--- config.mk ---
export PLATFORM = sky130hd
export DESIGN_NAME = vtp_pitch_stage
export DESIGN_NICKNAME = d
export VERILOG_FILES = /design/src/hdl/vtp_pkg.sv /design/src/hdl/vtp_pitch_stage.sv
export SDC_FILE = /design/constraint.sdc
export NUM_CORES = 1
export LEC_CHECK = 0
export BUFFER_PORTS_ARGS = -buffer_cell sky130_fd_sc_hd__buf_4
export CAP_MARGIN = 25
export CELL_PAD_IN_SITES_DETAIL_PLACEMENT = 0
export CELL_PAD_IN_SITES_GLOBAL_PLACEMENT = 2
export CORE_MARGIN = 5
export CORE_UTILIZATION = 35
export CTS_CLUSTER_SIZE = 14
export DETAILED_ROUTE_END_ITERATION = 6
export GPL_ROUTABILITY_DRIVEN = 0
export PLACE_DENSITY_LB_ADDON = 0.1
export SETUP_SLACK_MARGIN = 0.02
export SYNTH_ARGS = -nofsm -noshare
export SYNTH_HDL_FRONTEND = slang
export SYNTH_SLANG_ARGS = --single-unit
--- constraint.sdc ---
create_clock -name clk -period 12.5 [get_ports clk]
set_input_delay 0.625 -clock clk [delete_from_list [all_inputs] [get_ports clk]]
set_output_delay 0.625 -clock clk [all_outputs]
set_load 0.005 [all_outputs]
--- src/hdl/vtp_pkg.sv ---
package vtp_pkg;

    localparam int TABLE_STAGES = 24;
    localparam int GUARD_SHIFT  = 16;
    localparam int HEADROOM     = 4;
    localparam int ACC_W        = 31;
    localparam int ATAN_W       = 26;
    localparam int ANGLE_W      = 16;
    localparam int OUT_SHIFT    = 13;
    localparam int ROUND_W      = ACC_W - OUT_SHIFT;

    // angles are degrees times 2^20
    localparam logic signed [ACC_W-1:0] DEG_180 = 31'sd188743680;
    localparam logic [ACC_W-1:0] OFFSET_POS = 31'd4096;
    localparam logic [ACC_W-1:0] OFFSET_NEG = 31'd377491456;

    localparam logic [ROUND_W-1:0] FULL_TURN = 18'd46080;
    localparam logic [ANGLE_W-1:0] ANGLE_90  = 16'd11520;
    localparam logic [ANGLE_W-1:0] ANGLE_270 = 16'd34560;

    localparam logic [ATAN_W-1:0] ATAN_Q20 [TABLE_STAGES] = '{
        26'd47185920, 26'd27855475, 26'd14718068, 26'd7471121, 26'd3750058, 26'd1876857,
        26'd938658,   26'd469357,   26'd234682,   26'd117342,  26'd58671,   26'd29335,
        26'd14668,    26'd7334,     26'd3667,     26'd1833,    26'd917,     26'd458,
        26'd229,      26'd115,      26'd57,       26'd29,      26'd14,      26'd7
    };

    typedef struct packed {
        logic special;
        logic z_pos;
        logic z_neg;
    } flags_t;

    // fold into [0,360), round half up to degrees times 128, wrap a rounded 360
    function automatic logic [ANGLE_W-1:0] to_angle(input logic signed [ACC_W-1:0] acc);
        logic [ACC_W-1:0]   sum;
        logic [ROUND_W-1:0] r;
        sum = ACC_W'(acc) + (acc[ACC_W-1] ? OFFSET_NEG : OFFSET_POS);
        r = sum[ACC_W-1:OUT_SHIFT];
        if (r >= FULL_TURN)
        begin
            r = r - FULL_TURN;
        end
        return r[ANGLE_W-1:0];
    endfunction

endpackage

--- src/hdl/vtp_pitch_stage.sv ---
module vtp_pitch_stage #(
    parameter int W     = 36,
    parameter int SHIFT = 0
) (
    input  logic                                clk,
    input  logic                                rst_n,
    input  logic                                in_valid,
    output logic                                in_stall,
    input  logic signed [W-1:0]                 x_in,
    input  logic signed [W-1:0]                 y_in,
    input  logic signed [vtp_pkg::ACC_W-1:0]    acc_in,
    input  logic signed [vtp_pkg::ACC_W-1:0]    yaw_in,
    input  vtp_pkg::flags_t                     flags_in,
    output logic                                out_valid,
    input  logic                                out_stall,
    output logic signed [W-1:0]                 x_out,
    output logic signed [W-1:0]                 y_out,
    output logic signed [vtp_pkg::ACC_W-1:0]    acc_out,
    output logic signed [vtp_pkg::ACC_W-1:0]    yaw_out,
    output vtp_pkg::flags_t                     flags_out
);

    localparam logic signed [vtp_pkg::ACC_W-1:0] ATAN_STEP =
        $signed({{(vtp_pkg::ACC_W - vtp_pkg::ATAN_W){1'b0}}, vtp_pkg::ATAN_Q20[SHIFT]});

    logic                             valid_reg;
    logic signed [W-1:0]              x_reg, y_reg;
    logic signed [W-1:0]              x_next, y_next;
    logic signed [W-1:0]              xs, ys;
    logic signed [vtp_pkg::ACC_W-1:0] acc_reg, acc_next, yaw_reg;
    vtp_pkg::flags_t                  flags_reg;

    assign xs = x_in >>> SHIFT;
    assign ys = y_in >>> SHIFT;

    always_comb
    begin
        if (!y_in[W-1])
        begin
            x_next   = x_in + ys;
            y_next   = y_in - xs;
            acc_next = acc_in + ATAN_STEP;
        end
        else
        begin
            x_next   = x_in - ys;
            y_next   = y_in + xs;
            acc_next = acc_in - ATAN_STEP;
        end
    end

    assign in_stall = valid_reg && out_stall;

    always_ff @(posedge clk or negedge rst_n)
    begin
        if (!rst_n)
        begin
            valid_reg <= 1'b0;
        end
        else if (!in_stall)
        begin
            valid_reg <= in_valid;
        end
    end

    always_ff @(posedge clk)
    begin
        if (!in_stall && in_valid)
        begin
            x_reg     <= x_next;
            y_reg     <= y_next;
            acc_reg   <= acc_next;
            yaw_reg   <= yaw_in;
            flags_reg <= flags_in;
        end
    end

    assign out_valid = valid_reg;
    assign x_out     = x_reg;
    assign y_out     = y_reg;
    assign acc_out   = acc_reg;
    assign yaw_out   = yaw_reg;
    assign flags_out = flags_reg;

endmodule

=== Word level (Yosys, flattened, before mapping) ===
Cells that the tools add are included.

* Multiplexer cells: 3
* Reduce and logical (&&, ||, !) cells: 3
* $add $sub $neg: 5

{| class="wikitable"
|+ Operator list
! cell !! count
|-
| 2-to-1 mux 36 bit || 2
|-
| subtractor 36 bit || 2
|-
| adder 36 bit || 1
|-
| adder 31 x 27 -> 31 bit, second input constant || 1
|-
| 2-to-1 mux 31 bit || 1
|-
| subtractor 31 x 27 -> 31 bit, second input constant || 1
|-
| logical AND 1 bit || 2
|-
| zero test 1 bit || 1
|}

* Logic and storage cells: 19
* Register bits: 138
* Output and inout port bits: 139

=== Logic depth before layout (Yosys ltp) ===
* Depth after elaboration: 3
* Mapped depth: 13
* Mapped depth without buffers: 12

=== Least setup slack after synthesis ===
No wires, ideal clock.

* Path kind: input-to-reg
* Start: input port out_stall
* End: register acc_reg (netlist bit acc_out[0]), enable pin
* Path slack: 5.038 ns
* Path buffers: 0
* Stages on the path: 2
* Data arrival time: 6.812 ns
* Cells stage by stage: and2_1 -> nor2b_1

* Longest elaborated chain between the ends: 3

{| class="wikitable"
|+ Ends and longest elaborated chain
! item !! line !! source
|-
| from (decl) || vtp_pitch_stage.sv:15 || <nowiki>input logic out_stall,</nowiki>
|-
| logical AND 1 bit || vtp_pitch_stage.sv:52 || <nowiki>assign in_stall = valid_reg && out_stall;</nowiki>
|-
| zero test 1 bit || vtp_pitch_stage.sv:68 || <nowiki>if (!in_stall && in_valid)</nowiki>
|-
| logical AND 1 bit || vtp_pitch_stage.sv:68 ||
|-
| to (signal assigned) || vtp_pitch_stage.sv:72 || <nowiki>acc_reg <= acc_next;</nowiki>
|-
| to (decl) || vtp_pitch_stage.sv:30 || <nowiki>logic signed [vtp_pkg::ACC_W-1:0] acc_reg, acc_next, yaw_reg;</nowiki>
|}

No other way between the ends.
A chain may end at the register's enable or synchronous reset.

=== Worst setup path after layout ===
* Start: input port x_in[0]
* End: register y_reg[30], in the netlist y_out[30] (data pin)

* Longest elaborated chain between the ends: 2
* Elaborated cells between the ends (all ways): 3
* Classes of those cells: 2 x add/sub; 1 x mux

{| class="wikitable"
|+ Ends and longest elaborated chain
! item !! line !! source
|-
| from (decl) || vtp_pitch_stage.sv:9 || <nowiki>input logic signed [W-1:0] x_in,</nowiki>
|-
| subtractor 36 bit / adder 36 bit (equally long branches) || vtp_pitch_stage.sv:41, vtp_pitch_stage.sv:47 ||
|-
| 2-to-1 mux 36 bit * || vtp_pitch_stage.sv:38 || <nowiki>if (!y_in[W-1])</nowiki>
|-
| named net y_next[30] || vtp_pitch_stage.sv:28 || <nowiki>logic signed [W-1:0] x_next, y_next;</nowiki>
|-
| to (signal assigned) || vtp_pitch_stage.sv:71 || <nowiki>y_reg <= y_next;</nowiki>
|-
| to (decl) || vtp_pitch_stage.sv:27 || <nowiki>logic signed [W-1:0] x_reg, y_reg;</nowiki>
|}

The timed path passes the listed nets; every way through them passes the cells marked *.

==> results.txt <==
Vias in the first global route = 9808
Reg-to-reg startpoint = out_valid
DR pass1 iterations = 5
Die Span Y = 187 um
CTS Buffer Depth = 2
Pins Over Slew Limit = 0
Leading cell type in the layout, fill and taps excluded = buf_4
Antenna violations before repair = 0
Clock Skew = 9.51 ps
Slew at the pin closest to its max-slew limit = 1040 ps
# H-tree levels = 4
Post_cts resized = 0
Post-DRT Antenna Nets = 0
DR WL/cell = 21.2 um
# DRC = 0
# nets final = 1698
Via count = 9957
Row cnt = 64
Max_cap viols = 0
Leak pwr = 6.06 nW
Core ar. = 30700 um2
Seq/Total Area, Yosys = 0.375
Ports = 280
Hold Path End = yaw_out[29]
Reg2reg end = x_out[22]
Routed vias/inst = 5.39
Worst VDD drop = 88.0 uV
Crit Path Category = input port to flop
Placement Setup Slack = 8340 ps
Setup TNS Final = 0 ps
Power density cells = 115 nW/um2
Synth cell types = 77
Reg clk slew, reported paths = 70 ps
Initial core utilization = 0.356
Clk sink count = 137
Ys async rst share = 0.00730
First-pass GRT wire length = 59.7 mm
Slew headroom = 0.308
Share of post-route cells with drive strength above 1 = 0.236
Worst Hold Path Cells = 1
CTS buffer count = 17
Synth Flop Type = edfxtp_1
CP max FO = 6
Final setup viols = 0
Critical path arrival = 3930 ps
Final hold slack = 356 ps
Final HPWL from detailed placement = 30.8 mm
Grt ovf = 0
Period minus WS final = 3750 ps
Synth Cell Area = 10900 um2
Full die area = 34900 um2
Die W = 187 um
Wirelength, routed = 39.1 mm
Hold crit path type = input port to flop
Crit end category = flop
Layout filler cell count = 2996
RSZ-0062 raised after global routing = false
R2R setup slack = 10730 ps
Final worst-path setup slack = 8750 ps
Max Clock Freq = 267 MHz
Number of diodes = 0
DRT iter0 DRCs = 760
Commonest cells after routing, fill and taps aside = buf_4, a21oi_1, edfxtp_1
Number of synthesized register bits = 137
Synthesized Nets = 1442
Worst hold start = yaw_in[29]
Hold Vio Cnt, Final = 0
FF-to-FF path depth = 4
Overall fraction of global-route tracks in use = 0.216
Tcrit/Tclk final = 0.300
Mean Syn Cell Area = 9.25 um2
CTS root buffer = clkbuf_16
Outcome = finished clean
TritonCTS clock tree = yes
Synthesized instance count = 1183
Post-synth EDFFs = 136
Skew-Pair Late Insertion Delay = 450 ps
Port Buffers = 279
Largest net degree at the start of global routing = 92
Crit path launch type = input port
Crit path required time = 12680 ps
Yosys warnings = 0
Area growth syn-to-layout = 27.9%
## stage by stage
| step | util | instance area [um2] | cells | power (mW) |
|---|---|---|---|---|
| after floorplan | - | 10900 | 1183 | 0.878 |
| after global placement | 0.434 | 13400 | 1814 | 1.09 |
| after detailed placement | 0.435 | 13400 | 1815 | 1.09 |
| after CTS | 0.455 | 14000 | 1848 | 1.62 |
| after global routing | 0.455 | 14000 | 1848 | 1.69 |
| final | 0.455 | 14000 | 1848 | 1.61 |
## registers in the layout, summed over array words and instances (netlist names)
signal,count
y_out,36
x_out,35
acc_out,31
yaw_out,31
flags_out,3
out_valid,1
## repair_timing
item                                   in CTS  in global routing
endpoints found under the hold margin       1                  0
hold buffers                                1                  0
buffers inserted                            0                  0
## Yosys cell counts, types with 11 or more instances
library cell | number | area share
nand2_1 | 59 | 0.020
a31oi_1 | 12 | 0.0069
edfxtp_1 | 136 | 0.37
nor2_1 | 94 | 0.032
inv_1 | 113 | 0.039
clkbuf_1 | 23 | 0.0079
o21bai_1 | 28 | 0.019
nand3_1 | 12 | 0.0055
buf_1 | 11 | 0.0038
mux2i_1 | 14 | 0.013
nand2b_1 | 15 | 0.0086
nor4_1 | 16 | 0.0091
ha_1 | 114 | 0.13
xnor2_1 | 64 | 0.051
o21a_1 | 11 | 0.0075
o21ai_0 | 76 | 0.035
nand4_1 | 21 | 0.012
a21o_1 | 28 | 0.019
a21oi_1 | 148 | 0.068
xor2_1 | 12 | 0.0096
## worst max-delay path: stages
cell and delay (ps):
buf_4 120, ha_1 240, fa_1 430, nor2b_1 170
o21a_1 210, o21ai_1 360, a21oi_2 160, a211o_1 360
a221oi_2 520, o211a_1 400, o211ai_1 180, xnor2_1 150
## final cells by class
| class | instances | area (um2) | area share |
|---|---|---|---|
| Clock buffer | 17 | 425 | 0.0304 |
| Inverter | 119 | 447 | 0.0319 |
| Timing Repair Buffer | 285 | 2160 | 0.154 |
| Sequential cell | 137 | 4110 | 0.294 |
| Tap cell | 396 | 495 | 0.0354 |
| Clock inverter | 15 | 173 | 0.0123 |
| Multi-Input combinational cell | 879 | 6180 | 0.442 |
## where the power goes
group	total (mW)	switching [mW]	internal, mW
Clock	0.528	0.258	0.270
Sequential	0.582	0.0144	0.567
Combinational	0.499	0.292	0.207
## metal layers
metal	GRT usage	wire, um	up-vias
met3	0.0405	2340	42
met4	0.0577	733	0
met1	0.299	18100	4756
met5	0	0	-
li1	-	-	4798
met2	0.349	18000	361
## logic make-up after synthesis
group,synth area share
buf+inv,0.0600
compound gates,0.233
flops,0.375
simple gates,0.120
mux,0.0138
fa+ha+maj,0.138
xor+xnor,0.0608
## worst max path at each step
stage / start / end / slack, ps
CTS: x_in[0] / y_out[30] / 8800
global route: x_in[0] / y_out[30] / 8660
global placement: x_in[0] / y_out[30] / 8330
finish: x_in[0] / y_out[30] / 8750
detailed placement: x_in[0] / y_out[30] / 8340
floorplan: out_stall / acc_out[0] / 5040
Power figures use the tool's default switching activity.
