$ cat src/hdl/vtp_pkg.sv
package vtp_pkg;

    localparam int TABLE_STAGES = 24;
    localparam int GUARD_SHIFT  = 16;
    localparam int HEADROOM     = 4;
    localparam int ACC_W        = 31;
    localparam int ATAN_W       = 26;
    localparam int ANGLE_W      = 16;
    localparam int OUT_SHIFT    = 13;
    localparam int ROUND_W      = ACC_W - OUT_SHIFT;

    // angles are degrees times 2^20
    localparam logic signed [ACC_W-1:0] DEG_180 = 31'sd188743680;
    localparam logic [ACC_W-1:0] OFFSET_POS = 31'd4096;
    localparam logic [ACC_W-1:0] OFFSET_NEG = 31'd377491456;

    localparam logic [ROUND_W-1:0] FULL_TURN = 18'd46080;
    localparam logic [ANGLE_W-1:0] ANGLE_90  = 16'd11520;
    localparam logic [ANGLE_W-1:0] ANGLE_270 = 16'd34560;

    localparam logic [ATAN_W-1:0] ATAN_Q20 [TABLE_STAGES] = '{
        26'd47185920, 26'd27855475, 26'd14718068, 26'd7471121, 26'd3750058, 26'd1876857,
        26'd938658,   26'd469357,   26'd234682,   26'd117342,  26'd58671,   26'd29335,
        26'd14668,    26'd7334,     26'd3667,     26'd1833,    26'd917,     26'd458,
        26'd229,      26'd115,      26'd57,       26'd29,      26'd14,      26'd7
    };

    typedef struct packed {
        logic special;
        logic z_pos;
        logic z_neg;
    } flags_t;

    // fold into [0,360), round half up to degrees times 128, wrap a rounded 360
    function automatic logic [ANGLE_W-1:0] to_angle(input logic signed [ACC_W-1:0] acc);
        logic [ACC_W-1:0]   sum;
        logic [ROUND_W-1:0] r;
        sum = ACC_W'(acc) + (acc[ACC_W-1] ? OFFSET_NEG : OFFSET_POS);
        r = sum[ACC_W-1:OUT_SHIFT];
        if (r >= FULL_TURN)
        begin
            r = r - FULL_TURN;
        end
        return r[ANGLE_W-1:0];
    endfunction

endpackage

$ cat src/hdl/vtp_back.sv
module vtp_back (
    input  logic                                clk,
    input  logic                                rst_n,
    input  logic                                in_valid,
    output logic                                in_stall,
    input  logic signed [vtp_pkg::ACC_W-1:0]    pitch_acc,
    input  logic signed [vtp_pkg::ACC_W-1:0]    yaw_acc,
    input  vtp_pkg::flags_t                     flags_in,
    output logic                                out_valid,
    input  logic                                out_stall,
    output logic [vtp_pkg::ANGLE_W-1:0]         pitch_angle,
    output logic [vtp_pkg::ANGLE_W-1:0]         yaw_angle
);

    logic                          valid_reg;
    logic [vtp_pkg::ANGLE_W-1:0]   pitch_reg, yaw_reg;
    logic [vtp_pkg::ANGLE_W-1:0]   pitch_next, yaw_next;

    always_comb
    begin
        if (flags_in.special)
        begin
            // straight up or down: yaw is undefined and reported as zero
            pitch_next = flags_in.z_pos ? vtp_pkg::ANGLE_90 : vtp_pkg::ANGLE_270;
            yaw_next   = '0;
        end
        else
        begin
            pitch_next = vtp_pkg::to_angle(pitch_acc);
            yaw_next   = vtp_pkg::to_angle(yaw_acc);
        end
    end

    assign in_stall = valid_reg && out_stall;

    always_ff @(posedge clk or negedge rst_n)
    begin
        if (!rst_n)
        begin
            valid_reg <= 1'b0;
        end
        else if (!in_stall)
        begin
            valid_reg <= in_valid;
        end
    end

    always_ff @(posedge clk)
    begin
        if (!in_stall && in_valid)
        begin
            pitch_reg <= pitch_next;
            yaw_reg   <= yaw_next;
        end
    end

    assign out_valid   = valid_reg;
    assign pitch_angle = pitch_reg;
    assign yaw_angle   = yaw_reg;

    a_angle_range: assert property (@(posedge clk) disable iff (!rst_n)
        valid_reg |-> (pitch_reg < 16'd46080) && (yaw_reg < 16'd46080))
        else $error("angle out of range");

endmodule
$ cat config.mk
export PLATFORM = sky130hd
export DESIGN_NAME = vtp_back
export DESIGN_NICKNAME = d
export VERILOG_FILES = /design/src/hdl/vtp_pkg.sv /design/src/hdl/vtp_back.sv
export SDC_FILE = /design/constraint.sdc
export NUM_CORES = 1
export LEC_CHECK = 0
export BUFFER_PORTS_ARGS = -buffer_cell sky130_fd_sc_hd__buf_2
export CAP_MARGIN = 20
export CORE_MARGIN = 2
export CORE_UTILIZATION = 50
export CTS_BUF_LIST = sky130_fd_sc_hd__clkbuf_8
export CTS_CLUSTER_DIAMETER = 30
export DETAILED_ROUTE_END_ITERATION = 7
export PLACE_DENSITY = 0.82
export SLEW_MARGIN = 40
export SYNTH_ARGS = -nofsm -noshare
export SYNTH_HDL_FRONTEND = slang
export SYNTH_SLANG_ARGS = --single-unit
export TNS_END_PERCENT = 10
$ cat constraint.sdc
create_clock -name clk -period 3.05 [get_ports clk]
set_input_delay 0.4575 -clock clk [delete_from_list [all_inputs] [get_ports clk]]
set_output_delay 0.4575 -clock clk [all_outputs]
set_load 0.05 [all_outputs]
# --- Word-level counts from Yosys, hierarchy flattened ---
# Index checks and enable logic that the tools add are counted.
word_totals:
  reg_bits: 33
  in_bits: 69
  out_inout_bits: 34
classes:
  n_reduce_logical: 3
  n_mux: 6
  order_cmp: 2
  n_addsub: 4
op_table:
  columns: ["operator", "count"]
  rows:
  - ["two-way mux 16 bit", 4]
  - ["adder 31 x 29 -> 31 bit", 2]
  - ["two-way mux 29 bit", 2]
  - ["greater-or-equal comparator 18 x 16 -> 1 bit (second input constant)", 2]
  - ["subtractor 16 bit (second input constant)", 2]
  - ["logical AND 1 bit", 2]
  - ["logical NOT 1 bit", 1]

# --- Depth between registers and ports, before layout ---
depth:
  ltp_word: 5
  mapped_depth: 13

# --- Worst setup path after synthesis ---
# OpenSTA, ideal clock, no wires.
synth_timing:
  path_kind: "in2reg"
  from: "input port yaw_acc[14] in the netlist's numbering"
  to: "register yaw_reg, in the netlist yaw_angle[13] (data pin)"
  path_stages: 13
  n_path_buf: 2
  arrival_time_ns: 3.513
  slack_ns: -0.616
  setup_time_ns: 0.152
  cell_sequence: "clkbuf_1 -> and3_1 -> clkbuf_1 -> and3_1 -> xor2_1 -> ha_1 -> or3b_2 -> mux2i_1 -> nand4_1 -> a2111oi_0 -> o2111ai_1 -> a2111o_1 -> o21ai_0"
synth_via:
  elab_chain_len: 3
  elab_cells_between_ends: 4
synth_lines:
  columns: ["item", "line_no", "rtl"]
  rows:
  - ["start, declared", "vtp_back.sv:7", "input logic signed [vtp_pkg::ACC_W-1:0] yaw_acc,"]
  - ["adder 31 x 29 -> 31 bit (*)", "vtp_pkg.sv:38", "sum = ACC_W'(acc) + (acc[ACC_W-1] ? OFFSET_NEG : OFFSET_POS);"]
  - ["subtractor 16 bit or greater-or-equal comparator 18 x 16 -> 1 bit (tied branches)", "vtp_pkg.sv:42, vtp_pkg.sv:40", null]
  - ["two-way mux 16 bit (*)", "vtp_pkg.sv:40", "if (r >= FULL_TURN)"]
  - ["end signal, assigned", "vtp_back.sv:53", "yaw_reg <= yaw_next;"]
  - ["end, declared", "vtp_back.sv:16", "logic [vtp_pkg::ANGLE_W-1:0] pitch_reg, yaw_reg;"]
# Mark *: on every way between the ends. The rest lies on a longest branch, timed or not.
# A chain may end at the register's enable or synchronous reset.

# --- Worst setup path in the final report ---
layout_timing:
  from: "input port yaw_acc[12] in the netlist's numbering"
  to: "register yaw_reg, in the netlist yaw_angle[12] (data pin)"
# Same word-level chain as after synthesis.

==> metrics list <==
- Total Power Consumption: 0.00154 W
- The critical path runs through a total of 14 cells.
- Count of inserted antenna diode cells: 0
- Largest net degree at the start of global routing: 33
* Mapped Area: 0.00298 sq mm
- The startpoint identified for the worst register-to-register timing path is out_valid.
- The initial utilization of the core area, before any placement, comes to 51.0%.
* Fin Clk Skew: 0.00241 ns
- Warnings from Yosys: 0
- Max Cap Viol: 0
* Power Density: 369 mW/mm^2
* Buffers added on ports: 77
- Register bit total from synthesis: 33
- Final-report max-slew violation count: 0
* Source-to-sink clock delay at the later pin of the worst-skew pair: 0.28 ns
* Number of flops mapped to enable cells by yosys: 32
- The congestion estimate from routability-driven global placement came to 0.918.
* Total congestion overflow after global routing: 0
- Synthesis instantiated 64 different standard cells from the library.
- Clock input transition at the sequential cells of the worst setup and hold paths: 0.07 ns
- Leakage power summed over all cells: 1.71 nW
- Worst Path Class, Setup: in -> reg
- # clock sinks: 33
* Mean post-synth cell area: 8.87 sq um
* Most used flip-flop cell after synthesis: edfxtp_1
- Largest driver fanout on the critical path: 5
- The count of final hold-check violations came to 0.
- Headroom to the max-slew limit came out at 58.8%.
* Share of the cycle needed by the critical path after routing: 99.6%
- In this run the remaining antenna-violating nets after routing total 0.
- For this run, the detailed router's first-pass iteration total came to 5.
- TritonCTS built the clock tree.
* Worst hold-check slack: 0.384 ns
- Root buf cell: clkbuf_8
* Hold Path Stages: 2
- After floorplanning, the core was divided into 28 placement rows.
* Vias in the first global route: 3066
* Chip width: 81.2 um
- Worst-case clock buffer depth: 2
* Setup total negative slack: 0 ns
- Initial antenna violation count: 0
- Synth Net Count: 420
- Die Y: 81.2 um
- The total area inside the core boundary comes to 0.00585 sq mm.
* CTS H-Tree Depth: 2
- Static timing analysis puts the maximum clock frequency at 329 MHz.
* Vias per Instance: 6.14
- Number of CTS-inserted buffers: 5
- STA classifies the critical path endpoint as a register.
- Total via count after detailed routing: 3341
- In the final routed layout, each cell accounts on average for 16.1 um.
- Source of the worst hold timing path: in_valid
- Time the worst path needs with I/O delays and setup: 3.04 ns
- Of all flip-flops after synthesis, the portion carrying an async set or reset was 3.03%.
- Detailed Route Iter0 Violations: 238
- Once placement finished, the instance area stood at 0.00394 sq mm.
* Post-synth top area share: 32.2%
- Design area: 0.00416 sq mm
- Sum of routed wire length over all layers: 8740 um
* List of cells traversed by the critical path: buf_6 -> ha_4 -> and4_4 -> a41oi_2 -> xor2_1 -> ha_2 -> or3b_4 -> mux2i_1 -> nand4_1 -> a2111oi_4 -> o2111ai_2 -> buf_4 -> a21oi_2 -> o21ai_1
- Total buffers and inverters traversed by the critical path: 2
- Setup violations remaining at the end of the flow were counted as 0.
- IR analysis of the VDD net gives a maximum drop of 0.369 mV.
- Slew of the pin with the lowest slew margin: 0.618 ns
- In the final layout, the share of cells above drive strength 1 is 39.0%.
- Area Overhead vs Synth: 39.4%
- Summed over all instances, the cell type with the most area after synthesis is edfxtp_1.
- Setup crit start kind: primary input
* First-pass GRT wire length: 13100 um
- At the worst endpoint, the required time is 3.08 ns.
* # nets final: 552
* Run status: complete, no violations
- DRC violation count after routing: 0
* DIE AREA: 0.00660 sq mm
* Kind of cell adding the most delay to the critical path: compound AO/OA/AOI/OAI gates
* Min-delay worst type: in -> reg
- Io pins: 103
* Total global-route track usage: 25.1%
- Filler instances: 430
- In this run the worst setup path begins at yaw_acc[12].
- Share of the yosys chip area belonging to registers: 33.1%
- Count of cells along the worst register-to-register path: 3
- Setup repair after global routing missed its margin: true
- STA puts the critical path data arrival time at 3.07 ns.
- Detailed placement ended at an HPWL of 6430 um.
- Yosys attributes the largest share of cell area to edfxtp_1 (32%), ha_1 (6.3%), xor2_1 (4.1%), xnor2_1 (3.8%), nor2_1 (3.4%).
- On the worst path, the slowest cell contributes a delay of 0.36 ns.
- The slowest stage of the critical path is the or3b_4 cell.
* Post-synthesis cell count: 336
-- metrics by stage --
stage / utilization, % / cells / setup slack (ns)
finish: 71.0 / 544 / 0.0130
detailed placement: 67.3 / 534 / -0.375
CTS: 69.2 / 544 / -0.0181
global route: 71.0 / 544 / -0.127
floorplan: - / 336 / -0.132
global placement: 67.3 / 534 / -0.309
-- cells in the mapped netlist (3+ instances only) --
cell type and n:
a21oi_1 15, nand3_1 20, buf_2 4, mux2i_1 4, xor2_1 14, xnor2_1 13
and2_1 6, nor2_1 27, a31oi_1 6, nand2_1 24, nor3_1 14, inv_1 11
or3_1 5, ha_1 15, nand4_1 9, o211ai_1 5, and4_1 5, or2_2 5
o21ai_0 13, a211oi_1 4, and3_1 7, edfxtp_1 32, or4_1 3, nor4_1 8
nand2b_1 3, o31ai_1 3, clkbuf_1 10, nor2b_1 8
-- final cells by class --
| class | count | area (sq um) | area share, % |
|---|---|---|---|
| Inverter | 11 | 41.3 | 0.993 |
| Clock buffer | 5 | 68.8 | 1.66 |
| Timing Repair Buffer | 140 | 892 | 21.5 |
| Multi-Input combinational cell | 277 | 2060 | 49.5 |
| Sequential cell | 33 | 986 | 23.7 |
| Tap cell | 75 | 93.8 | 2.26 |
| Clock inverter | 3 | 17.5 | 0.421 |
-- state kept, by name, indices dropped and copies added, names as in the netlist --
signal and flops:
yaw_angle 16, out_valid 1, pitch_angle 16
-- power by group --
| group | switching (W) | leakage, nW | total, W | internal, W |
|---|---|---|---|---|
| logic | 0.000407 | 1.35 | 0.000667 | 0.000260 |
| registers | 0.0000105 | 0.322 | 0.000553 | 0.000543 |
| clock network | 0.000158 | 0.0439 | 0.000315 | 0.000157 |
| total | 0.000575 | 1.71 | 0.00154 | 0.000960 |
-- what timing repair did --
item | in CTS | in global routing
hold buffers | 1 | 0
pin swaps | 1 | 22
endpoints found under the setup margin | 8 | 12
hold endpoints to repair | 1 | 0
buffers inserted | 1 | 0
gates resized for setup | 1 | 24
-- placed cells by master (no fill, tap or decap), types with 11 or more instances in the layout --
master,instances
buf_2,74
buf_4,61
edfxtp_1,32
nor2_1,27
nand2_1,24
nand3_1,18
nor3_1,14
xor2_1,13
xnor2_1,12
ha_1,12
inv_1,11
o21ai_0,11
-- cell families (layout without fill, tap and decap cells) --
logic type	after synthesis	after routing	synth area share, %
buffers and inverters	26	159	3.44
AND/OR/NAND/NOR	157	157	29.3
adder cells (fa/ha/maj)	15	15	6.29
AO/OA/AOI/OAI	73	73	18.2
flip-flops	33	33	33.1
XOR/XNOR	27	27	7.93
multiplexers	5	5	1.72
-- path summary, 6_finish.rpt --
check | slack (ns) | end
max | 0.01 | yaw_angle[12]
min | 0.38 | out_valid
max reg2reg | 1.62 | pitch_angle[8]
min reg2reg | 0.65 | out_valid
max in group asynchronous | 2.49 | out_valid
min in group asynchronous | 0.48 | out_valid
-- per-layer routing --
metal	wire, um	part of all wire (%)	up-vias	track usage, %
met5	0	0	-	0
met4	126	1.4	0	6.27
met1	3600	41	1618	30.5
li1	-	-	1551	-
met3	517	5.9	18	4.00
met2	4500	51	154	46.0
(Power assumes the default switching activity.)
