[config.mk]
export PLATFORM = sky130hd
export DESIGN_NAME = vtp_front
export DESIGN_NICKNAME = d
export VERILOG_FILES = /design/src/hdl/vtp_pkg.sv /design/src/hdl/vtp_front.sv
export SDC_FILE = /design/constraint.sdc
export NUM_CORES = 1
export LEC_CHECK = 0
export BUFFER_PORTS_ARGS = -buffer_cell sky130_fd_sc_hd__buf_2
export CAP_MARGIN = 30
export CORE_MARGIN = 2
export CORE_UTILIZATION = 45
export CTS_CLUSTER_SIZE = 30
export DETAILED_ROUTE_END_ITERATION = 8
export GPL_ROUTABILITY_DRIVEN = 0
export HOLD_SLACK_MARGIN = 0.06
export PLACE_DENSITY = 0.82
export SLEW_MARGIN = 20
export SYNTH_ARGS = -nofsm -noshare
export SYNTH_HDL_FRONTEND = slang
export SYNTH_SLANG_ARGS = --single-unit
[constraint.sdc]
create_clock -name clk -period 5.46 [get_ports clk]
set_input_delay 0.546 -clock clk [delete_from_list [all_inputs] [get_ports clk]]
set_output_delay 0.546 -clock clk [all_outputs]
set_load 0.005 [all_outputs]
[src/hdl/vtp_pkg.sv]
package vtp_pkg;

    localparam int TABLE_STAGES = 24;
    localparam int GUARD_SHIFT  = 16;
    localparam int HEADROOM     = 4;
    localparam int ACC_W        = 31;
    localparam int ATAN_W       = 26;
    localparam int ANGLE_W      = 16;
    localparam int OUT_SHIFT    = 13;
    localparam int ROUND_W      = ACC_W - OUT_SHIFT;

    // angles are degrees times 2^20
    localparam logic signed [ACC_W-1:0] DEG_180 = 31'sd188743680;
    localparam logic [ACC_W-1:0] OFFSET_POS = 31'd4096;
    localparam logic [ACC_W-1:0] OFFSET_NEG = 31'd377491456;

    localparam logic [ROUND_W-1:0] FULL_TURN = 18'd46080;
    localparam logic [ANGLE_W-1:0] ANGLE_90  = 16'd11520;
    localparam logic [ANGLE_W-1:0] ANGLE_270 = 16'd34560;

    localparam logic [ATAN_W-1:0] ATAN_Q20 [TABLE_STAGES] = '{
        26'd47185920, 26'd27855475, 26'd14718068, 26'd7471121, 26'd3750058, 26'd1876857,
        26'd938658,   26'd469357,   26'd234682,   26'd117342,  26'd58671,   26'd29335,
        26'd14668,    26'd7334,     26'd3667,     26'd1833,    26'd917,     26'd458,
        26'd229,      26'd115,      26'd57,       26'd29,      26'd14,      26'd7
    };

    typedef struct packed {
        logic special;
        logic z_pos;
        logic z_neg;
    } flags_t;

    // fold into [0,360), round half up to degrees times 128, wrap a rounded 360
    function automatic logic [ANGLE_W-1:0] to_angle(input logic signed [ACC_W-1:0] acc);
        logic [ACC_W-1:0]   sum;
        logic [ROUND_W-1:0] r;
        sum = ACC_W'(acc) + (acc[ACC_W-1] ? OFFSET_NEG : OFFSET_POS);
        r = sum[ACC_W-1:OUT_SHIFT];
        if (r >= FULL_TURN)
        begin
            r = r - FULL_TURN;
        end
        return r[ANGLE_W-1:0];
    endfunction

endpackage

[src/hdl/vtp_front.sv]
module vtp_front #(
    parameter int CW = 16,
    parameter int W  = 36
) (
    input  logic                                clk,
    input  logic                                rst_n,
    input  logic                                in_valid,
    output logic                                in_stall,
    input  logic signed [CW-1:0]                x_in,
    input  logic signed [CW-1:0]                y_in,
    input  logic signed [CW-1:0]                z_in,
    output logic                                out_valid,
    input  logic                                out_stall,
    output logic signed [W-1:0]                 x_out,
    output logic signed [W-1:0]                 y_out,
    output logic signed [vtp_pkg::ACC_W-1:0]    acc_out,
    output logic signed [W-1:0]                 zm_out,
    output vtp_pkg::flags_t                     flags_out
);

    localparam int EXT = W - CW - vtp_pkg::GUARD_SHIFT;

    logic                             valid_reg;
    logic signed [W-1:0]              x_reg, y_reg, zm_reg;
    logic signed [W-1:0]              x_next, y_next, zm_next;
    logic signed [W-1:0]              xe, ye, ze;
    logic signed [vtp_pkg::ACC_W-1:0] acc_reg, acc_next;
    vtp_pkg::flags_t                  flags_reg, flags_next;

    assign xe = {{EXT{x_in[CW-1]}}, x_in, {vtp_pkg::GUARD_SHIFT{1'b0}}};
    assign ye = {{EXT{y_in[CW-1]}}, y_in, {vtp_pkg::GUARD_SHIFT{1'b0}}};
    assign ze = {{EXT{z_in[CW-1]}}, z_in, {vtp_pkg::GUARD_SHIFT{1'b0}}};

    always_comb
    begin
        // left half plane: turn by 180 first so vectoring converges
        x_next   = x_in[CW-1] ? -xe : xe;
        y_next   = x_in[CW-1] ? -ye : ye;
        acc_next = x_in[CW-1] ? vtp_pkg::DEG_180 : '0;
        zm_next  = z_in[CW-1] ? -ze : ze;
        flags_next.special = (x_in == '0) && (y_in == '0);
        flags_next.z_pos   = !z_in[CW-1] && (z_in != '0);
        flags_next.z_neg   = z_in[CW-1];
    end

    assign in_stall = valid_reg && out_stall;

    always_ff @(posedge clk or negedge rst_n)
    begin
        if (!rst_n)
        begin
            valid_reg <= 1'b0;
        end
        else if (!in_stall)
        begin
            valid_reg <= in_valid;
        end
    end

    always_ff @(posedge clk)
    begin
        if (!in_stall && in_valid)
        begin
            x_reg     <= x_next;
            y_reg     <= y_next;
            acc_reg   <= acc_next;
            zm_reg    <= zm_next;
            flags_reg <= flags_next;
        end
    end

    assign out_valid = valid_reg;
    assign x_out     = x_reg;
    assign y_out     = y_reg;
    assign acc_out   = acc_reg;
    assign zm_out    = zm_reg;
    assign flags_out = flags_reg;

endmodule

# Word-level counts from Yosys, hierarchy flattened
# Index checks and enable logic that the tools add are counted.
# W data, S select, Z words.
[classes]
addsub = 3
muxes = 4
reduce_logical = 9
[ops]
columns = ["cell", "n"]
rows = [
  ["$neg A32 Y36", 3],
  ["$mux W31", 2],
  ["$mux W36", 1],
  ["$logic_not A16 Y1", 2],
  ["$mux W28", 1],
  ["$reduce_bool A16 Y1", 1],
  ["$logic_and A1 B1 Y1", 4],
  ["$logic_not A1 Y1", 2],
]
[totals]
reg_bits = 143
word_cells = 27
inputBits = 52
out_inout_bits = 144

# Logic depth before layout (Yosys ltp)
# Gate-level depths: netlist of run 1.
[depth]
ltp_word = 3
ltp_mapped = 7
ltp_nobuf = 6

# Worst setup path before layout of run 1
# OpenSTA, ideal clock, no wires.
[synth_timing]
path_type = "input-to-reg"
start = "in out_stall"
end = "reg acc_reg (netlist bit acc_out[25]), enable pin"
path_buffers = 0
setup_ns = 0.494
stages = 2
arrival_time_ns = 3.569
path_slack_ns = 1.397
required_ns = 4.966
cell_sequence = "and2_1 > nor2b_1"
[synth_via]
elab_chain_cells = 3
[synth_lines]
columns = ["item", "line_no", "rtl"]
rows = [
  ["start, declared", "vtp_front.sv:13", "input logic out_stall,"],
  ["$logic_and A1 B1 Y1", "vtp_front.sv:46", "assign in_stall = valid_reg && out_stall;"],
  ["$logic_not A1 Y1", "vtp_front.sv:62", "if (!in_stall && in_valid)"],
  ["$logic_and A1 B1 Y1", "vtp_front.sv:62", ""],
  ["end signal, assigned", "vtp_front.sv:66", "acc_reg <= acc_next;"],
  ["end, declared", "vtp_front.sv:27", "logic signed [vtp_pkg::ACC_W-1:0] acc_reg, acc_next;"],
]
# Every way passes these cells.
# A chain may end at the register's enable or synchronous reset.

# Final worst setup path of run 1
[layout_timing]
start = "in z_in[10]"
end = "reg zm_reg[32] (netlist: zm_out[32]) (data pin)"
[layout_via]
elab_chain_cells = 1
[layout_lines]
columns = ["item", "line_no", "rtl"]
rows = [
  ["start, declared", "vtp_front.sv:11", "input logic signed [CW-1:0] z_in,"],
  ["$neg A32 Y36", "vtp_front.sv:40", "zm_next = z_in[CW-1] ? -ze : ze;"],
  ["end signal, assigned", "vtp_front.sv:67", "zm_reg <= zm_next;"],
  ["end, declared", "vtp_front.sv:24", "logic signed [W-1:0] x_reg, y_reg, zm_reg;"],
]
# Every way passes these cells.

==> results of run 1 <==
through the flow:
stage | instances | hold slack [ns] | total power, mW | cell area (um2) | setup slack (ns)
CTS | 529 | 0.409 | 1.10 | 4220 | 3.21
finish | 529 | 0.417 | 1.10 | 4220 | 3.20
global placement | 512 | 0.321 | 0.764 | 4050 | 2.90
global route | 529 | 0.408 | 1.14 | 4220 | 3.15
floorplan | 381 | 0.250 | 0.737 | 3940 | 1.40
detailed placement | 512 | 0.322 | 0.772 | 4050 | 2.85
cells by family (layout without fill, tap and decap cells):
family,after synthesis,in the layout,synth area share
and+or+nand+nor,51,51,0.0888
adders and majority gates,4,4,0.0138
buffers and inverters,99,145,0.183
DFF,65,65,0.535
AOI/OAI and AO/OA,41,41,0.0843
other,1,82,0.00103
xor gates and xnor gates,39,39,0.0939
cell type report:
class / instances / area (um2)
Clock buffer: 9 / 124
Clock inverter: 7 / 37.5
Fill cell: 685 / 3550
Sequential cell: 65 / 1950
Tap cell: 102 / 128
Multi-Input combinational cell: 217 / 1340
Timing Repair Buffer: 122 / 618
Inverter: 7 / 26.3
worst paths after layout:
| path | slack (ns) | cells after the start | end |
|---|---|---|---|
| min | 0.42 | 2 | out_valid$_DFFE_PN0N_ |
| max reg2reg | 3.78 | 3 | zm_out[35]$_SDFFCE_PN0P_ |
| max in group asynchronous | 4.87 | 2 | out_valid$_DFFE_PN0N_ |
| max | 3.20 | 6 | zm_out[32]$_SDFFCE_PN0P_ |
| min in group asynchronous | 0.51 | 2 | out_valid$_DFFE_PN0N_ |
| min reg2reg | 0.69 | 2 | out_valid$_DFFE_PN0N_ |
sequential cells by signal, summed over array words and instances (netlist names):
name / flops
acc_out: 1
flags_out: 3
out_valid: 1
zm_out: 20
x_out: 20
y_out: 20
report_power, final:
| part | switching (mW) | total [mW] | internal (mW) |
|---|---|---|---|
| registers | 0.00793 | 0.601 | 0.593 |
| logic | 0.0935 | 0.162 | 0.0684 |
| clock network | 0.174 | 0.333 | 0.159 |
Yosys cell counts:
| master | count | share of area |
|---|---|---|
| or2_2 | 4 | 0.0069 |
| and3_1 | 2 | 0.0034 |
| buf_2 | 1 | 0.0014 |
| nor2b_1 | 1 | 0.0017 |
| nand2b_1 | 8 | 0.014 |
| o41ai_1 | 11 | 0.026 |
| xnor2_1 | 39 | 0.094 |
| or3_1 | 9 | 0.015 |
| or3b_2 | 2 | 0.0048 |
| edfxtp_1 | 64 | 0.53 |
| nor2_1 | 2 | 0.0021 |
| nor4_1 | 4 | 0.0069 |
| o31ai_1 | 14 | 0.029 |
| and2_1 | 1 | 0.0017 |
| inv_1 | 7 | 0.0072 |
| o41ai_2 | 2 | 0.0089 |
| or4_1 | 8 | 0.017 |
| o211ai_1 | 1 | 0.0021 |
| nand2_1 | 6 | 0.0062 |
| clkbuf_1 | 13 | 0.013 |
| or3_2 | 1 | 0.0021 |
| or4_4 | 1 | 0.0031 |
| nor3_1 | 1 | 0.0014 |
| o21ai_0 | 13 | 0.018 |
| ha_1 | 4 | 0.014 |
| or4b_2 | 1 | 0.0028 |
| buf_4 | 78 | 0.16 |
| conb_1 | 1 | 0.0010 |
| dfrtp_1 | 1 | 0.0069 |
repair_timing:
action / 4_1_cts / 5_1_grt
setup endpoints to repair: 0 / 0
hold buffers: 1 / 0
endpoints found under the hold margin: 1 / 0
cells in the final DEF (no fill, tap or decap), types with 4 or more instances in the layout:
cell type and count:
o31ai_1 14, o21ai_0 13, or3_1 9, conb_1 82, nand2b_1 8, o41ai_1 11
xnor2_1 39, inv_1 7, edfxtp_1 64, buf_2 120, nor4_1 4, nand2_1 6
ha_1 4, or2_2 4, or4_1 8, clkbuf_8 9
layer usage:
layer  up-vias  global-route usage  part of all wire
met1      1157               0.183              0.37
li1       1164                   -                 -
met5         -                   0                 0
met4         0              0.0990             0.035
met3        17              0.0305              0.10
met2       148               0.249              0.49
==> reports/metrics.yaml, run 1 <==
outcome: "finished, final reports clean"
slew_violations: 0
leakagePower_nw: 1.76
grt_util_all_layers: 0.152
cts_sinks: 65
cp.required_ns: 5.56
dp_hpwl_mm: 5.25
start_kind: "input port"
path_max_fanout: 5
drt-initial-drc-count: 177
hp-class: "input port to flop"
finClkSkew_ns: 0.00880
nets: 478
reg2reg_from: "out_valid$_DFFE_PN0N_"
hold_viol: 0
slowest_delay_ns: 0.57
viasPerCell: 4.70
cts_tree: "built"
cpLargestDelayFamily: "simple AND/OR/NAND/NOR gates"
final_core_util: 0.543
crit_arrival_ns: 2.36
cts_buffer_depth: 2
area_growth_pct: 15.9
initial_core_util: 0.468
syn_avg_cell_area_um2: 12.1
cts.reportedPaths.clkPinSlew_ns: 0.07
htree_levels: 3
vdd_ir_drop_max_uv: 93.0
cts_root_buffer: "clkbuf_8"
max_clock_freq_ghz: 0.443
netlist_instances: 300
row_count: 32
ys_warn_count: 0
slew_headroom: 0.484
ant_nets: 0
grt_remaining_overflow: 0
critPathBufInv: 1
die_w_um: 93.9
grt_setup_unrepaired: "no"
wl_per_cell_um: 13.4
tns_ns: 0
fp.dieArea_um2: 8820
vias: 2486
grt_first_pass_wirelength_mm: 10.1
power.density_nw_per_um2: 260
numPortBuffers: 120
finalWirelength_mm: 7.07
numCtsBuffers: 9
clkLatencyLatePin_ns: 0.34
worstMarginPinSlew_ns: 0.774
io_pins: 196
end_kind: "flop"
fin_crit_sh: 0.414
critical_path_class: "input port to flop"
synth_cell_types: 29
max_cap_violations: 0
period_minus_slack_ns: 2.26
drive_above_1_share: 0.344
path_cells: "buf_2 > or4_4 > or3_1 > or4_1 > ha_1 > nor2_1"
coreArea_um2: 7770
setup_viol_count_final: 0
antenna_cells: 0
yosysSeqAreaShare: 0.535
grt_max_degree: 65
drc_errors: 0
drt_pre_antenna_iters: 4
crit_path_start: "z_in[10]"
synth_area_um2: 3640
ys_seq_elements: 65
worst_path_max_delay_cell: "or4_4"
ctsResizeCount: 0
post_cts_buffers: 0
die_height_um: 93.9
hold_start: "in_valid"
grt_pass1_vias: 2090
antenna_found_initial: 0
(Power assumes the default switching activity.)
==> run 2: changes to the inputs <==
==> constraint.sdc (replaced) <==
create_clock -name clk -period 2.35 [get_ports clk]
set_input_delay 0.235 -clock clk [delete_from_list [all_inputs] [get_ports clk]]
set_output_delay 0.235 -clock clk [all_outputs]
set_load 0.005 [all_outputs]
==> run 2 against run 1 <==
Effect of this change:
- first-iteration DRC count fell by 28%
- register-to-register slack lost 3.0 ns
- core utilization increased by 1.7 points
- via count rose by 1.3%
- count of clock-buffer cells in the layout unchanged
- wire length increased by 1.8%
- power rose to 2.7 times the previous value
- clock power rose to 3.4 times the previous value
- global-route usage grew 0.31 points
- final cell count increased by 0.76%
- largest power group unchanged
- combinational power rose by 140%
- sequential share of layout area decreased by 1.4 points
==> reports/metrics.yaml, run 2 (same netlist as run 1, synthesis figures left out) <==
outcome: "finished, final reports clean"
grt_first_pass_wirelength_mm: 10.3
fin_ws_ns: 0.429
post_cts_buffers: 0
cts_tree: "built"
worstMarginPinSlew_ns: 0.609
final-seq-area_um2: 1950
hold_viol: 0
antenna_found_initial: 1
cts_buffer_depth: 2
final_common_cell: "buf_2"
slowest_delay_ns: 0.56
die_height_um: 93.9
finalPower_mw: 2.92
grt_remaining_overflow: 0
clockPowerShare: 0.390
leakagePower_nw: 1.81
power.density_nw_per_um2: 672
grt_setup_unrepaired: "no"
cts_sinks: 65
die_w_um: 93.9
hp-class: "input port to flop"
slew_headroom: 0.594
drive_above_1_share: 0.351
seqPwrFrac: 0.478
grt_max_degree: 38
tns_ns: 0
cp.required_ns: 2.46
power_frac_comb: 0.133
netSwitchingPower_mw: 0.672
path_max_fanout: 5
critical_path_class: "input port to flop"
cts_root_buffer: "clkbuf_8"
grt_pass1_vias: 2172
numPortBuffers: 120
row_count: 32
end_kind: "flop"
fillers: 667
clkLatencyLatePin_ns: 0.34
place_area_um2: 4090
mostFrequentLayoutCells: "buf_2, conb_1, edfxtp_1"
crit_path_start: "z_in[10]"
ant_nets: 0
nets: 481
coreArea_um2: 7770
final_core_util: 0.560
max_cap_violations: 0
viasPerCell: 4.73
numCtsBuffers: 9
worst_path_max_delay_cell: "or4_4"
slew_violations: 0
finClkSkew_ns: 0.00398
ctsResizeCount: 0
start_kind: "input port"
period_minus_slack_ns: 1.92
postLayoutCellArea_um2: 4350
min_path_cells: 1
reg2reg_from: "out_valid$_DFFE_PN0N_"
vias: 2519
fin_crit_sh: 0.818
initial_core_util: 0.468
fp.dieArea_um2: 8820
htree_levels: 3
io_pins: 196
grt_util_all_layers: 0.156
crit_arrival_ns: 2.03
cts.reportedPaths.clkPinSlew_ns: 0.07
drc_errors: 0
p_sw_frac: 0.230
vdd_ir_drop_max_uv: 291
path_cells: "buf_2 > or4_4 > or3_1 > or4_1 > ha_1 > nor2_1"
drt-initial-drc-count: 128
rr_worst_depth: 3
internal_power_mw: 2.25
hold_start: "z_in[0]"
area_growth_pct: 19.5
place_ws_ns: 0.0769
drt_pre_antenna_iters: 4
multi_input_comb_area_um2: 1340
wl_per_cell_um: 13.5
setup_viol_count_final: 0
max_clock_freq_ghz: 0.520
dp_hpwl_mm: 5.34
finalWirelength_mm: 7.19
## run 2: cell types whose count changed in the layout (fill, tap and decap cells not counted), sizes merged
cell	change
clkinv	-4
buf	+3
bufinv	+3
inv	+1
diode	+1
## run 2: power groups by stage
stage	clock (mW)	combinational, mW	sequential, mW
finish	1.14	0.387	1.39
global route	1.20	0.427	1.40
CTS	1.15	0.384	1.40
detailed placement	0	0.381	1.42
global placement	0	0.368	1.42
floorplan	0	0.277	1.43
## run 2: metal layers
metal,vias to the layer above,share of wire,global-route usage
li1,1173,-,-
met4,0,0.034,0.0942
met2,167,0.52,0.276
met3,17,0.099,0.0337
met1,1162,0.35,0.168
met5,-,0,0
## run 2: path summary, 6_finish.rpt
kind	to	slack [ns]
setup / recovery	zm_out[32]$_SDFFCE_PN0P_	0.43
hold / removal	zm_out[16]$_DFFE_PP_	0.10
setup reg to reg	y_out[35]$_DFFE_PP_	0.75
hold reg to reg	out_valid$_DFFE_PN0N_	0.71
max in group asynchronous	out_valid$_DFFE_PN0N_	2.08
min in group asynchronous	out_valid$_DFFE_PN0N_	0.19
## run 2: critical path, delay by kind of cell
family | cells | cell delay [ns]
buffers and inverters | 1 | 0.11
adder cells (fa/ha/maj) | 1 | 0.29
AND/OR/NAND/NOR | 4 | 1.38
## run 2: final cells by class
class                   instances  share of cell area
diodes                          1            0.000576
well taps                     102              0.0294
clock buffers                   9              0.0285
flip-flops and latches         65               0.448
clock inverters                 7              0.0271
multi-input cells             217               0.307
inverters                       7             0.00604
repair buffers                125               0.153
## run 2: timing repair
action                                 CTS  global route
endpoints found under the hold margin    1             0
setup endpoints to repair                0             0
hold buffers                             1             0
## run 2: stage by stage
stage,hold slack (ns),std cells
3_3_place_gp,0.00950,515
2_1_floorplan,-0.0606,381
5_1_grt,0.0967,533
4_1_cts,0.0879,532
6_report,0.100,533
3_5_place_dp,0.0116,515
